$ cat config.mk
export PLATFORM = sky130hd
export DESIGN_NAME = tlhr_ram
export DESIGN_NICKNAME = d
export VERILOG_FILES = /design/src/rtl/tlhr_ram.sv
export SDC_FILE = /design/constraint.sdc
export NUM_CORES = 1
export LEC_CHECK = 0
export BUFFER_PORTS_ARGS = -buffer_cell sky130_fd_sc_hd__buf_2
export CORE_UTILIZATION = 40
export DETAILED_ROUTE_END_ITERATION = 8
export PLACE_DENSITY = 0.56
export SLEW_MARGIN = 15
export SYNTH_ARGS = -nofsm -noshare
export SYNTH_HDL_FRONTEND = slang
export SYNTH_SLANG_ARGS = --single-unit
$ cat constraint.sdc
create_clock -name i_clk -period 5.08 [get_ports i_clk]
set_input_delay 0.762 -clock i_clk [delete_from_list [all_inputs] [get_ports i_clk]]
set_output_delay 0.762 -clock i_clk [all_outputs]
set_load 0.01 [all_outputs]
$ cat src/rtl/tlhr_ram.sv
`timescale 1ns / 1ps
`default_nettype none
// ----------------------------------------------------------------------------
// tlhr_ram: simple dual-port synchronous RAM
// One write port and one read port; read data registered.
// ----------------------------------------------------------------------------
module tlhr_ram #(
    parameter int WIDTH = 8,
    parameter int DEPTH = 16,
    parameter int AW    = 4
) (
    input  wire logic             i_clk,
    input  wire logic             i_we,
    input  wire logic [AW-1:0]    i_waddr,
    input  wire logic [WIDTH-1:0] i_wdata,
    input  wire logic             i_re,
    input  wire logic [AW-1:0]    i_raddr,
    output logic      [WIDTH-1:0] o_rdata
);

    logic [WIDTH-1:0] r_mem [DEPTH];

    always_ff @(posedge i_clk) begin
        if (i_we) begin
            r_mem[i_waddr] <= i_wdata;
        end
    end

    always_ff @(posedge i_clk) begin
        if (i_re) begin
            o_rdata <= r_mem[i_raddr];
        end
    end

endmodule

`default_nettype wire

==> results.tsv, run 1 <==
metric	value	unit
whs	0.7197	ns
rr_startpoint	r_mem[2][7]	
ir_drop	0.2265	mV
wl	9.815	mm
synthesis.nets	248	
dp_hpwl	5.887	mm
ant_nets	0	
max_slew_margin	0.2734	
fin_skew	0.008013	ns
hp-class	in2reg	
grt_pass1_wl	14.28	mm
cts.htree.levels	4	
num_vias	2369	
hold_end	o_rdata[3]	
synth_seq_cells	136	
status	finished clean	
io_pins	27	
hp-start	i_re	
regToRegSetupSlack	3.58	ns
power_density	407.2	nW/µm²
diodes	0	
num_rows	41	
cp.required	5.23	ns
start_kind	input pin	
netlist_area	5228	µm²
antenna_found_initial	0	
cp-end-kind	register	
yosys_most_used_dff	edfxtp_1	
period_needed	2.453	ns
grt.total_usage	0.1579	
path_clk_slew	0.06	ns
yosys-top-cells-area	edfxtp_1 (78%), mux4_2 (7.8%), mux4_1 (7.0%)	
rsz0062_at_grt	no	
cts_sinks	136	
numCtsBuffers	17	
ys_seq_area_frac	0.7812	
cts_tree	done	
wl_per_cell	21.81	µm
clock_path_buffers	2	
fmax	407.7	MHz
grt_max_degree	33	
postCtsSetupBuffers	0	
initial_core_util	0.4126	
finalSetupViolations	0	
whs_path_depth	1	
root_buffer	clkbuf_16	
globalRouteOverflowTotal	0	
core_area	12670	µm²
io_buffers	26	
place_congestion	0.6765	
maxCapViolations	0	
period_share	0.4828	
r2r_end	o_rdata[7]	
fillers	1025	
fin_tns_setup	0	ns
hold_buffers	0	
via_per_inst	5.264	
drtPass1Iterations	4	
first_iter_violations	157	
die-width	116.3	µm
layout-drive-gt1-share	0.2734	
grt_pass1_vias	2320	
hold_viol	0	
worstSetupPathType	in2reg	
synth_most_common_cell	edfxtp_1	
dieArea	13530	µm²
syn_area_per_cell	22.83	µm²
timing.critical_path.from	i_raddr[0]	
yosys_warnings	0	
synthArstFlopShare	0	
drc_errors	0	
synth-edff-count	136	
slew_viol_final	0	
clk_latency	0.41	ns
synth_top_area_cell	edfxtp_1	
cp_max_fo	32	
cp.arrival	2.60	ns
area_delta_synth_final	15.32	%
die_h	116.3	µm
worst_pin_slew	1.090	ns
synth_top_area_share	0.7812	
synth.distinct_cells	18	
syn_inst	229	
nNetsFinal	284	
ys_top_cells_by_count	edfxtp_1 (136), mux4_2 (18), a22oi_1 (16)	
cts_resized	0	
p_leak	1.984	nW
reg2reg_depth	3	
[cell usage in the layout, fill, tap and decap left out, drive strengths merged]
cell and n:
a22oi 16, buf 27, or3b 1, edfxtp 136
clkinv 13, nor3 4, nand3b 2, and2b 1
mux4 32, and2 1, nand2 9, nor2 13
nand3 1, clkbuf 18, bufinv 1, nand2b 2
nor2b 1
[worst max path at each step]
stage | endpoint | slack (ns) | depth (start not counted)
floorplan | r_mem[0][0] | 2.83 | 2
global placement | o_rdata[7] | 2.11 | 4
detailed placement | o_rdata[7] | 2.10 | 4
CTS | o_rdata[7] | 2.53 | 4
global route | o_rdata[7] | 2.44 | 4
finish | o_rdata[7] | 2.63 | 4
[state kept, by name, indices dropped and copies added (netlist names)]
signal and cells:
r_mem 128, o_rdata 8
[cell families (layout without fill, tap and decap cells)]
| group | after synthesis | count (layout) | synth area share |
|---|---|---|---|
| compound gates | 16 | 16 | 0.02298 |
| buf+inv | 10 | 59 | 0.01651 |
| flops | 136 | 136 | 0.7812 |
| mux | 32 | 32 | 0.1479 |
| simple gates | 35 | 35 | 0.03136 |
[metal layers]
| layer | vias to the layer above | global-route usage | wire length (µm) |
|---|---|---|---|
| li1 | 1051 | - | - |
| met1 | 1238 | 0.2172 | 4211 |
| met2 | 67 | 0.2434 | 4870 |
| met3 | 13 | 0.03321 | 568 |
| met4 | 0 | 0.07179 | 165 |
| met5 | - | 0 | 0 |
[worst max-delay path, stage by stage]
cell     delay [ns]
buf_2          0.80
mux4_2         0.61
a22oi_1        0.29
nand2_1        0.12
[where the power goes]
group          total (mW)  switching (mW)  internal (mW)
clock                1.07           0.419          0.655
combinational       0.109          0.0655         0.0437
sequential           1.27         0.00626           1.27
[cell type report]
type | count | area [µm²] | area share
clock buffer | 18 | 429.2 | 0.07119
clock inverter | 14 | 90.09 | 0.01494
multi-input combinational | 83 | 1072 | 0.1779
sequential | 136 | 4084 | 0.6775
tap | 172 | 215.2 | 0.03570
timing repair buffer | 27 | 137.6 | 0.02283
[stage by stage]
stage	power, mW	setup WS, ns	instances	util	cell area, µm²
6_report	2.455	2.627	450	0.4758	6028
5_1_grt	2.524	2.440	450	0.4758	6028
4_1_cts	2.475	2.531	450	0.4758	6028
3_5_place_dp	1.407	2.101	418	0.4348	5509
3_3_place_gp	1.404	2.111	418	0.4348	5509
2_1_floorplan	1.359	2.825	229	-	5228
No activity file was read; power rests on OpenSTA's default activity.
==> run 2: changes to the inputs <==
clock period = 2.5 ns   (was 5.08 ns; I/O delays follow)
==> results.tsv, run 2 (synthesis gave the netlist of run 1 again) <==
metric	value	unit	change
p_int	3.995	mW	was 1.964 mW
place_congestion	0.6926		was 0.6765
grt_max_degree	22		was 33
grt_pass1_vias	2530		was 2320
place_area	5669	µm²	was 5509 µm²
die_h	116.3	µm	unchanged
power_density	802.1	nW/µm²	was 407.2 nW/µm²
netSwitchingFraction	0.1924		was 0.1998
reg_top3	r_mem x128, o_rdata x8		unchanged
clk_latency	0.40	ns	was 0.41 ns
power.total	4.947	mW	was 2.455 mW
root_buffer	clkbuf_16		unchanged
antenna_found_initial	0		unchanged
cp.arrival	1.80	ns	was 2.60 ns
period_share	0.6643		
ant_nets	0		unchanged
first_iter_violations	167		was 157
status	finished clean		unchanged
grt.total_usage	0.1642		was 0.1579
path_clk_slew	0.05	ns	was 0.06 ns
ir_drop	0.4181	mV	was 0.2265 mV
globalRouteOverflowTotal	0		unchanged
stdcell_area	6167	µm²	was 6028 µm²
clock_path_buffers	2		unchanged
die-width	116.3	µm	unchanged
cts_resized	0		unchanged
worstSetupPathType	in2reg		unchanged
grt_pass1_wl	15.06	mm	was 14.28 mm
hp-class	in2reg		unchanged
io_pins	27		unchanged
period_needed	1.661	ns	
layout_commonest_cell	edfxtp_1		unchanged
fmax	602.1	MHz	
initial_core_util	0.4126		unchanged
cpPeakStageDelay	0.57	ns	was 0.80 ns
cp.required	2.64	ns	was 5.23 ns
slew_viol_final	0		unchanged
max_slew_margin	0.7141		was 0.2734
diodes	0		unchanged
wl_per_cell	21.43	µm	was 21.81 µm
p_clk_frac	0.429		was 0.437
p_seq_frac	0.523		was 0.518
crit_chain	buf_2 -> buf_12 -> mux4_1 -> a22oi_1 -> nand2_1		was buf_2 -> mux4_2 -> a22oi_1 -> nand2_1
top_register	r_mem		unchanged
whs_path_depth	1		unchanged
num_rows	41		unchanged
cts_sinks	136		unchanged
layout-drive-gt1-share	0.2881		was 0.2734
regToRegSetupSlack	0.95	ns	was 3.58 ns
cts.htree.levels	4		unchanged
io_buffers	26		unchanged
path_delay_family	multiplexers		was buffers and inverters
nNetsFinal	304		was 284
final_cell_mix	edfxtp_1 (136), buf_2 (26), buf_4 (19)		was edfxtp_1 (136), buf_2 (26), mux4_2 (18)
via_per_inst	5.176		was 5.264
rsz0062_at_grt	no		unchanged
drtPass1Iterations	5		was 4
maxCapViolations	0		unchanged
dieArea	13530	µm²	unchanged
area_delta_synth_final	17.98	%	was 15.32%
numCtsBuffers	17		unchanged
hold_buffers	0		unchanged
worst-path-stages	5		was 4
reg2reg_depth	3		unchanged
cts_tree	done		unchanged
fin_tns_setup	0	ns	unchanged
critPathBufInv	2		was 1
largest_reg_flops	128		unchanged
whs	0.3600	ns	was 0.7197 ns
postCtsSetupBuffers	0		unchanged
hold_viol	0		unchanged
cp-end-kind	register		unchanged
num_vias	2417		was 2369
wl	10.01	mm	was 9.815 mm
comb_power_share	0.048		was 0.044
p_leak	2.072	nW	was 1.984 nW
fin_skew	0.006269	ns	was 0.008013 ns
dp_hpwl	6.251	mm	was 5.887 mm
start_kind	input pin		unchanged
worst_pin_slew	0.4289	ns	was 1.090 ns
finalSetupViolations	0		unchanged
core_area	12670	µm²	unchanged
p_switching	0.9520	mW	was 0.4905 mW
drc_errors	0		unchanged
crit_slowest_cell	mux4_1		was buf_2
fin_cells	467		was 450
cp_max_fo	21		was 32
dpl.cell_count	438		was 418
## run 2: cell type report
type | count | area (µm²)
tap | 172 | 215.2
timing repair buffer | 47 | 312.8
clock buffer | 20 | 436.7
clock inverter | 9 | 61.31
fill | 1035 | 6504
multi-input combinational | 83 | 1057
sequential | 136 | 4084
## run 2: path summary, 6_finish.rpt
check,startpoint,end
hold / removal,i_re,o_rdata[1]
setup reg to reg,r_mem[1][5],o_rdata[5]
setup / recovery,i_raddr[0],o_rdata[4]
hold reg to reg,r_mem[4][3],o_rdata[3]
## run 2: per-layer routing
metal	GRT usage	share of wire	vias up
met4	0.05641	0.0086	0
li1	-	-	1088
met2	0.2698	0.51	49
met1	0.2128	0.45	1275
met5	0	0	-
met3	0.04255	0.028	5
## run 2: through the flow
step | worst slack (ns) | utilization
3_5_place_dp | 0.3769 | 0.4474
2_1_floorplan | 0.6321 | -
6_report | 0.8392 | 0.4867
5_1_grt | 0.7647 | 0.4867
4_1_cts | 0.8011 | 0.4867
3_3_place_gp | 0.3825 | 0.4474
## run 2: power by group through the flow
stage / registers, mW / logic, mW / clock network, mW
final: 2.59 / 0.237 / 2.12
after global routing: 2.59 / 0.259 / 2.26
after CTS: 2.59 / 0.243 / 2.15
after detailed placement: 2.63 / 0.242 / 0
after global placement: 2.63 / 0.240 / 0
after floorplan: 2.63 / 0.130 / 0
## run 2: worst register-to-register path, stage by stage (launching register included)
cell and delay [ns]:
edfxtp_1 0.35, mux4_1 0.52, a22oi_1 0.33, nand2_1 0.09
