<file path="config.mk">
export PLATFORM = sky130hd
export DESIGN_NAME = tlhr_mod
export DESIGN_NICKNAME = d
export VERILOG_FILES = /design/src/rtl/tlhr_pkg.sv /design/src/rtl/tlhr_mod.sv
export SDC_FILE = /design/constraint.sdc
export NUM_CORES = 1
export LEC_CHECK = 0
export ABC_AREA = 1
export BUFFER_PORTS_ARGS = -buffer_cell sky130_fd_sc_hd__buf_2
export CAP_MARGIN = 10
export CORE_MARGIN = 3
export CORE_UTILIZATION = 55
export DETAILED_ROUTE_END_ITERATION = 8
export PLACE_DENSITY = 0.82
export SYNTH_ARGS = -nofsm -noshare
export SYNTH_HDL_FRONTEND = slang
export SYNTH_SLANG_ARGS = --single-unit
</file>
<file path="constraint.sdc">
create_clock -name i_clk -period 14.72 [get_ports i_clk]
set_input_delay 0.736 -clock i_clk [delete_from_list [all_inputs] [get_ports i_clk]]
set_output_delay 0.736 -clock i_clk [all_outputs]
set_load 0.005 [all_outputs]
</file>
<file path="src/rtl/tlhr_pkg.sv">
`timescale 1ns / 1ps
`default_nettype none
// ----------------------------------------------------------------------------
// tlhr_pkg: shared types and constants of the two-level hash registry
// Holds command and status codes, register indexes, widths and the FSM type.
// ----------------------------------------------------------------------------
package tlhr_pkg;

    localparam int DEF_TYPE_SLOTS   = 64;
    localparam int DEF_SUBMAP_SLOTS = 16;
    localparam int DEF_POOL_SUBMAPS = 64;

    localparam int HASH_W  = 64;
    localparam int PTR_W   = 64;
    localparam int SIZE_W  = 32;
    localparam int CMD_W   = 2;
    localparam int STAT_W  = 3;
    localparam int CFG_W   = 7;
    localparam int CFG_IDX_W = 1;
    localparam int DIV_W   = 9;     // divisor and remainder width (up to 511)
    localparam int DIV_BITS = 8;    // dividend bits retired per cycle

    localparam logic [CMD_W-1:0] CMD_PUT     = 2'd0;
    localparam logic [CMD_W-1:0] CMD_GET     = 2'd1;
    localparam logic [CMD_W-1:0] CMD_GET_ANY = 2'd2;

    localparam logic [STAT_W-1:0] ST_OK          = 3'd0;
    localparam logic [STAT_W-1:0] ST_MASTER_FULL = 3'd1;
    localparam logic [STAT_W-1:0] ST_POOL_EMPTY  = 3'd2;
    localparam logic [STAT_W-1:0] ST_SUBMAP_FULL = 3'd3;
    localparam logic [STAT_W-1:0] ST_NOT_FOUND   = 3'd4;

    localparam logic [CFG_IDX_W-1:0] REG_TYPE_CAPACITY = 1'd0;
    localparam logic [CFG_IDX_W-1:0] REG_SUBMAP_BUDGET = 1'd1;

    localparam logic [CFG_W-1:0] RST_TYPE_CAPACITY = 7'd64;
    localparam logic [CFG_W-1:0] RST_SUBMAP_BUDGET = 7'd64;

    typedef enum logic [3:0] {
        S_IDLE,
        S_TDIV,
        S_TPROBE,
        S_TCMP,
        S_MREQ,
        S_MGET,
        S_NDIV,
        S_NPROBE,
        S_NCMP,
        S_AGET,
        S_RESP
    } t_state;

endpackage

`default_nettype wire

</file>
<file path="src/rtl/tlhr_mod.sv">
`timescale 1ns / 1ps
`default_nettype none
// ----------------------------------------------------------------------------
// tlhr_mod: iterative remainder unit
// Reduces a 64-bit hash modulo a small divisor, DIV_BITS bits per cycle.
// ----------------------------------------------------------------------------
module tlhr_mod
    import tlhr_pkg::*;
(
    input  wire logic              i_clk,
    input  wire logic              i_rst_n,
    input  wire logic              i_start,
    input  wire logic [HASH_W-1:0] i_dividend,
    input  wire logic [DIV_W-1:0]  i_divisor,
    output logic                   o_done,
    output logic      [DIV_W-1:0]  o_rem
);

    localparam int STEPS = HASH_W / DIV_BITS;
    localparam int SCW   = (STEPS > 1) ? $clog2(STEPS) : 1;

    logic              r_busy;
    logic              r_done;
    logic [SCW-1:0]    r_cnt;
    logic [HASH_W-1:0] r_dvd;
    logic [DIV_W-1:0]  r_div;
    logic [DIV_W-1:0]  r_rem;
    logic [DIV_W-1:0]  n_rem;

    // restoring remainder over the top DIV_BITS dividend bits
    always_comb begin
        logic [DIV_W:0] t;
        t = '0;
        n_rem = r_rem;
        for (int i = 0; i < DIV_BITS; i++) begin
            t = {n_rem, r_dvd[HASH_W-1-i]};
            if (t >= {1'b0, r_div}) begin
                t = t - {1'b0, r_div};
            end
            n_rem = t[DIV_W-1:0];
        end
    end

    always_ff @(posedge i_clk) begin
        if (!i_rst_n) begin
            r_busy <= 1'b0;
            r_done <= 1'b0;
            r_cnt  <= '0;
        end else begin
            r_done <= 1'b0;
            if (i_start) begin
                r_busy <= 1'b1;
                r_cnt  <= '0;
            end else if (r_busy) begin
                r_cnt <= r_cnt + 1'b1;
                if (32'(r_cnt) == STEPS - 1) begin
                    r_busy <= 1'b0;
                    r_done <= 1'b1;
                end
            end
        end
    end

    always_ff @(posedge i_clk) begin
        if (i_start) begin
            r_dvd <= i_dividend;
            r_div <= i_divisor;
            r_rem <= '0;
        end else if (r_busy) begin
            r_dvd <= r_dvd << DIV_BITS;
            r_rem <= n_rem;
        end
    end

    assign o_done = r_done;
    assign o_rem  = r_rem;

endmodule

`default_nettype wire

</file>
==> impl_metrics.yaml, run 1 <==
grt:
  grtUsageTotal_pct: 23.9
  grt_pass1_wl_mm: 31.1
  grt_max_degree: 77
  grt_antenna_before_repair: 0
  first_global_vias: 6707
  grt_overflow_total: 0
logic_synthesis:
  synthesis.area_mm2: 0.00770
  yosys_warnings: 0
  netlist_top_cells_count: "412 x nand2_1, 133 x inv_1, 75 x nand3_1, 74 x ha_1, 73 x edfxtp_1"
  yosysMostFrequentCell: "nand2_1"
  synth.ff_latch_count: 87
  yosys-top-cells-area: "edfxtp_1 28%, nand2_1 20%, ha_1 12%, inv_1 6.5%, nand3_1 4.9%"
  yosys.area.top_type: "edfxtp_1"
  ys.flop_type: "edfxtp_1"
  ys_types: 42
  avgSynthCellArea_um2: 7.38
  synth_top_area_share_pct: 28.5
  seq_area_frac_synth_pct: 32.1
  syn_inst: 1044
  syn_nets: 1202
  synth_edf_count: 73
  async_flop_share_pct: 0
routing:
  dr.pass1.iters: 5
  vias_per_cell: 5.28
  vias: 7052
  drc_errors: 0
  wl_mm: 19.1
  drt_iter0_markers: 461
  ant_nets: 0
  wl_per_cell_um: 14.3
cts:
  clkTransAtPathRegs_ps: 60
  cts_buffer_depth: 2
  cts.htree.levels: 3
  cts_tree: "done"
  clock-root-buffer: "clkbuf_16"
  postCtsHoldBufs: 0
  clk-insertion-delay-late_ps: 330
  clock_sinks: 87
  numCtsBuffers: 9
setup_path:
  start_kind: "flip-flop"
  cp_max_fo: 12
  r2r_cells: 89
  reg2reg_slack_ps: 970
  max_stage_delay_ps: 430
  critical_path_arrival_ps: 13970
  setup.worst_path.class: "reg2reg"
  cp-end-kind: "flip-flop"
  cp_slowest_cell: "fa_1"
  crit_top_cell: "nand2_1"
  critPathRequiredTime_ps: 14940
layout:
  antennaDiodeCount: 0
  register_area_mm2: 0.00247
  fillCellCount: 1198
  final_nets: 1312
  utilization_pct: 66.2
  multiInputGateArea_mm2: 0.00478
  layout-drive-gt1-share_pct: 16.6
  area_growth_pct: 15.7
place:
  place.gp.congestion: 0.961
  dp_hpwl_mm: 14.2
  io_buffers: 85
floorplan:
  rows: 42
  io_pins: 86
  fp.dieH_um: 124
  coreArea_mm2: 0.0135
  dieWidth_um: 124
  initial_core_util_pct: 57.2
  die-area_mm2: 0.0155
timing:
  final_max_slew_viol_count: 0
  period_share_pct: 93.4
  fmax_mhz: 72.7
  relSlewSlack_pct: 46.9
  worst_pin_slew_ps: 797
  setup_viol: 0
  fin_skew_ps: 4.75
  post-route-min-period_ps: 13750
  hold_violations: 0
flow_run:
  cap_violations: 0
worst_hold_path:
  min_delay_path_depth: 2
  hold_class: "reg2reg"
status:
  status: "finished, final reports clean"
==> cell usage in the layout (no fill, tap or decap), types with 14 or more instances in the layout <==
cell type and count:
nand3_1 75, nand2_1 411, ha_1 70, o21ai_0 19, edfxtp_1 73, dfxtp_1 14, buf_4 31, xor2_1 26
a21oi_1 41, inv_1 131, nor2_1 29, xnor2_1 25, buf_2 85
==> repair_timing <==
item	CTS	global route
gates cloned	0	2
pin swaps	0	11
endpoints found under the setup margin	9	9
setup buffers	1	16
resized for setup	1	35
==> metal layers <==
| metal | wire length (um) | track usage, % |
|---|---|---|
| met1 | 8360 | 31.9 |
| met2 | 9160 | 39.8 |
| met3 | 1040 | 2.96 |
| met4 | 546 | 9.22 |
| met5 | 0 | 0 |
==> layout make-up <==
cell class,count,area share (%)
multi-input cells,806,53.6
flip-flops and latches,87,27.8
repair buffers,116,7.39
inverters,134,5.65
clock buffers,13,2.92
well taps,176,2.47
clock inverters,3,0.197
==> path summary, 6_finish.rpt <==
check                  from        to
setup / recovery  r_dvd[63]  o_rem[8]
hold / removal     r_cnt[2]  r_cnt[2]
hold reg to reg    r_cnt[2]  r_cnt[2]
setup reg to reg  r_dvd[63]  o_rem[8]
==> flip-flops by register name (all words and copies together), names as in the netlist <==
name / flops
r_dvd: 64
o_rem: 9
r_div: 9
r_cnt: 3
o_done: 1
r_busy: 1
==> worst max-delay path: cells and delay by family, from the launching register on <==
| family | cells | cell delay [ps] |
|---|---|---|
| and+or+nand+nor | 40 | 4290 |
| AOI/OAI and AO/OA | 22 | 4210 |
| adders and majority gates | 9 | 2930 |
| buffers and inverters | 18 | 1790 |
| DFF | 1 | 360 |
==> cell families after synthesis <==
group	Yosys count	share of synthesized area [%]
buffers and inverters	153	7.99
DFF	87	32.1
xor gates and xnor gates	51	5.80
AOI/OAI and AO/OA	100	7.77
adders and majority gates	82	14.1
and+or+nand+nor	571	32.2
==> metrics by stage <==
stage | hold WS, ps | setup TNS (ps) | setup WS (ps) | cells | cell area (um2)
2_1_floorplan | 443 | 0 | 921 | 1044 | 7700
3_3_place_gp | 455 | 0 | 255 | 1300 | 8340
3_5_place_dp | 467 | -1400 | -164 | 1300 | 8340
4_1_cts | 475 | 0 | 57.5 | 1317 | 8620
5_1_grt | 493 | -625 | -94.6 | 1335 | 8910
6_report | 474 | 0 | 970 | 1335 | 8910
Power of run 1 is not shown: default switching activity piles up to over one toggle a cycle in this logic, so the estimate is an artifact.
==> run 2, diff against run 1 <==
--- a/config.mk
+++ b/config.mk
@@ -5,13 +5,12 @@
 export SDC_FILE = /design/constraint.sdc
 export NUM_CORES = 1
 export LEC_CHECK = 0
-export ABC_AREA = 1
 export BUFFER_PORTS_ARGS = -buffer_cell sky130_fd_sc_hd__buf_2
 export CAP_MARGIN = 10
 export CORE_MARGIN = 3
-export CORE_UTILIZATION = 55
+export CORE_UTILIZATION = 54
 export DETAILED_ROUTE_END_ITERATION = 8
-export PLACE_DENSITY = 0.82
+export PLACE_DENSITY = 0.8
 export SYNTH_ARGS = -nofsm -noshare
 export SYNTH_HDL_FRONTEND = slang
 export SYNTH_SLANG_ARGS = --single-unit
==> impl_metrics.yaml, run 2 <==
layout:
  antennaDiodeCount: 0
  final_nets: 1074
  top_register: "r_dvd"
  layout_common_cells: "90 x buf_4, 85 x buf_2, 73 x edfxtp_1"
  layout-drive-gt1-share_pct: 42.8
  fillCellCount: 910
  final_common_cell: "buf_4"
  largest_reg_flops: 64
  post-route-cell-area_mm2: 0.00991
  utilization_pct: 73.7
  area_growth_pct: 31.1
routing:
  drc_errors: 0
  ant_nets: 0
  dr.pass1.iters: 5
  vias: 6589
  drt_iter0_markers: 589
  wl_per_cell_um: 20.2
  wl_mm: 22.2
  vias_per_cell: 6.01
grt:
  grt_max_degree: 80
  first_global_vias: 6762
  grt_pass1_wl_mm: 33.9
  grtUsageTotal_pct: 26.9
  grt_antenna_before_repair: 0
  grt_overflow_total: 0
logic_synthesis:
  synth_edf_count: 73
  synthesis.area_mm2: 0.00756
  yosysMostFrequentCell: "mux2_2"
  syn_nets: 899
  yosys_warnings: 0
  synth_xor_xnor_area_share_pct: 5.56
  synth_compound_area_share_pct: 16.0
  yosys-top-cells-area: "edfxtp_1 29%, ha_1 12%, mux2_2 11%, dfxtp_1 3.7%, xnor2_1 3.1%"
  ys.flop_type: "edfxtp_1"
  synth.ff_latch_count: 87
  yosys.area.top_type: "edfxtp_1"
  synth_fa_ha_area_share_pct: 14.4
  avgSynthCellArea_um2: 10.2
  muxShareOfSynthArea_pct: 15.3
  yosys.area_share.simple_pct: 12.8
  synth_top_area_share_pct: 29.0
  seq_area_frac_synth_pct: 32.7
  netlist_top_cells_count: "77 x mux2_2, 74 x ha_1, 73 x edfxtp_1, 52 x nor2_1, 47 x a21oi_1"
  synth_top_family_by_area: "compound AO/OA/AOI/OAI gates"
  ys_types: 72
  async_flop_share_pct: 0
  syn_inst: 741
cts:
  clock-root-buffer: "clkbuf_16"
  numCtsBuffers: 9
  cts_tree: "done"
  clock_sinks: 87
  cts_buffer_depth: 2
  cts.htree.levels: 3
  postCtsHoldBufs: 0
  clkTransAtPathRegs_ps: 70
  clk-insertion-delay-late_ps: 350
place:
  io_buffers: 85
  place.gp.congestion: 0.982
  dp_hpwl_mm: 15.9
  place_area_mm2: 0.00881
setup_path:
  cp-end-kind: "flip-flop"
  start_kind: "flip-flop"
  cp_max_fo: 9
  r2r_cells: 80
  rr_startpoint: "r_dvd[63]"
  critPathRequiredTime_ps: 15010
  reg2reg_slack_ps: -290
  setup.worst_path.class: "reg2reg"
  critical_path_arrival_ps: 15300
  cp_slowest_cell: "fa_1"
  crit_start: "r_dvd[63]"
  max_stage_delay_ps: 430
  r2r_end: "o_rem[7]"
timing:
  worst_slack_ps: -287
  fin_skew_ps: 9.98
  hold_violations: 0
  relSlewSlack_pct: 39.6
  grt_setup_unrepaired: "true"
  worst_pin_slew_ps: 906
  hold_slack_ps: 524
  post-route-min-period_ps: 15010
  fmax_mhz: 66.6
  period_share_pct: 102
  setup_viol: 9
  final_max_slew_viol_count: 0
worst_hold_path:
  hold_class: "reg2reg"
  min_delay_path_depth: 2
  whs_endpoint: "o_rem[8]"
  holdCritStartpoint: "o_rem[8]"
flow_run:
  cap_violations: 0
floorplan:
  die-area_mm2: 0.0155
  fp.dieH_um: 124
  rows: 42
  initial_core_util_pct: 56.2
  coreArea_mm2: 0.0135
  dieWidth_um: 124
  io_pins: 86
status:
  status: "complete, but fails checks"
  violations: "negative setup slack"
## run 2: critical path: cells and delay by family, from the launching register on
kind                     cells  cell delay, ps
AO/OA/AOI/OAI               34            5810
adder cells (fa/ha/maj)      9            2800
AND/OR/NAND/NOR             19            2660
multiplexers                 7            2000
buffers and inverters       11            1280
flip-flops                   1             390
## run 2: cell type report
| class | count | area (um2) | area share (%) |
|---|---|---|---|
| flip-flops and latches | 87 | 2470 | 25.0 |
| well taps | 176 | 220 | 2.22 |
| clock inverters | 7 | 73.8 | 0.745 |
| clock buffers | 9 | 225 | 2.27 |
| inverters | 42 | 161 | 1.63 |
| repair buffers | 181 | 1180 | 11.9 |
| multi-input cells | 595 | 5580 | 56.3 |
## run 2: layer usage
layer	track usage, %	vias to the layer above	wire [um]
met5	0	-	0
met4	8.06	0	716
met3	3.86	57	1140
met2	47.9	229	11400
met1	33.8	3182	8910
li1	-	3121	-
## run 2: through the flow
stage / setup TNS [ps] / cells / worst slack, ps
2_1_floorplan: -1710 / 741 / -279
3_3_place_gp: -122 / 1034 / -35.9
3_5_place_dp: -5120 / 1034 / -627
4_1_cts: 0 / 1066 / 25.7
5_1_grt: -6720 / 1097 / -802
6_report: -2030 / 1097 / -287
## run 2: cell families (layout without fill, tap and decap cells)
| group | Yosys count | after routing |
|---|---|---|
| mux | 104 | 105 |
| xor+xnor | 48 | 48 |
| buf+inv | 61 | 239 |
| fa+ha+maj | 82 | 82 |
| simple gates | 186 | 186 |
| compound gates | 173 | 174 |
| flops | 87 | 87 |
## run 2: timing repair
| item | 4_1_cts | 5_1_grt |
|---|---|---|
| setup endpoints to repair | 9 | 9 |
| cloned | 2 | 0 |
| pin swaps | 12 | 62 |
| setup buffers | 14 | 31 |
| resized for setup | 19 | 70 |
## run 2: worst max-delay path by stage
stage	end	slack (ps)	depth (start not counted)
2_1_floorplan	o_rem[7]	-280	75
3_3_place_gp	o_rem[0]	-40	76
3_5_place_dp	o_rem[0]	-630	76
4_1_cts	o_rem[7]	30	77
5_1_grt	o_rem[7]	-800	81
6_report	o_rem[7]	-290	80
Power of run 2 is left out for the same reason.
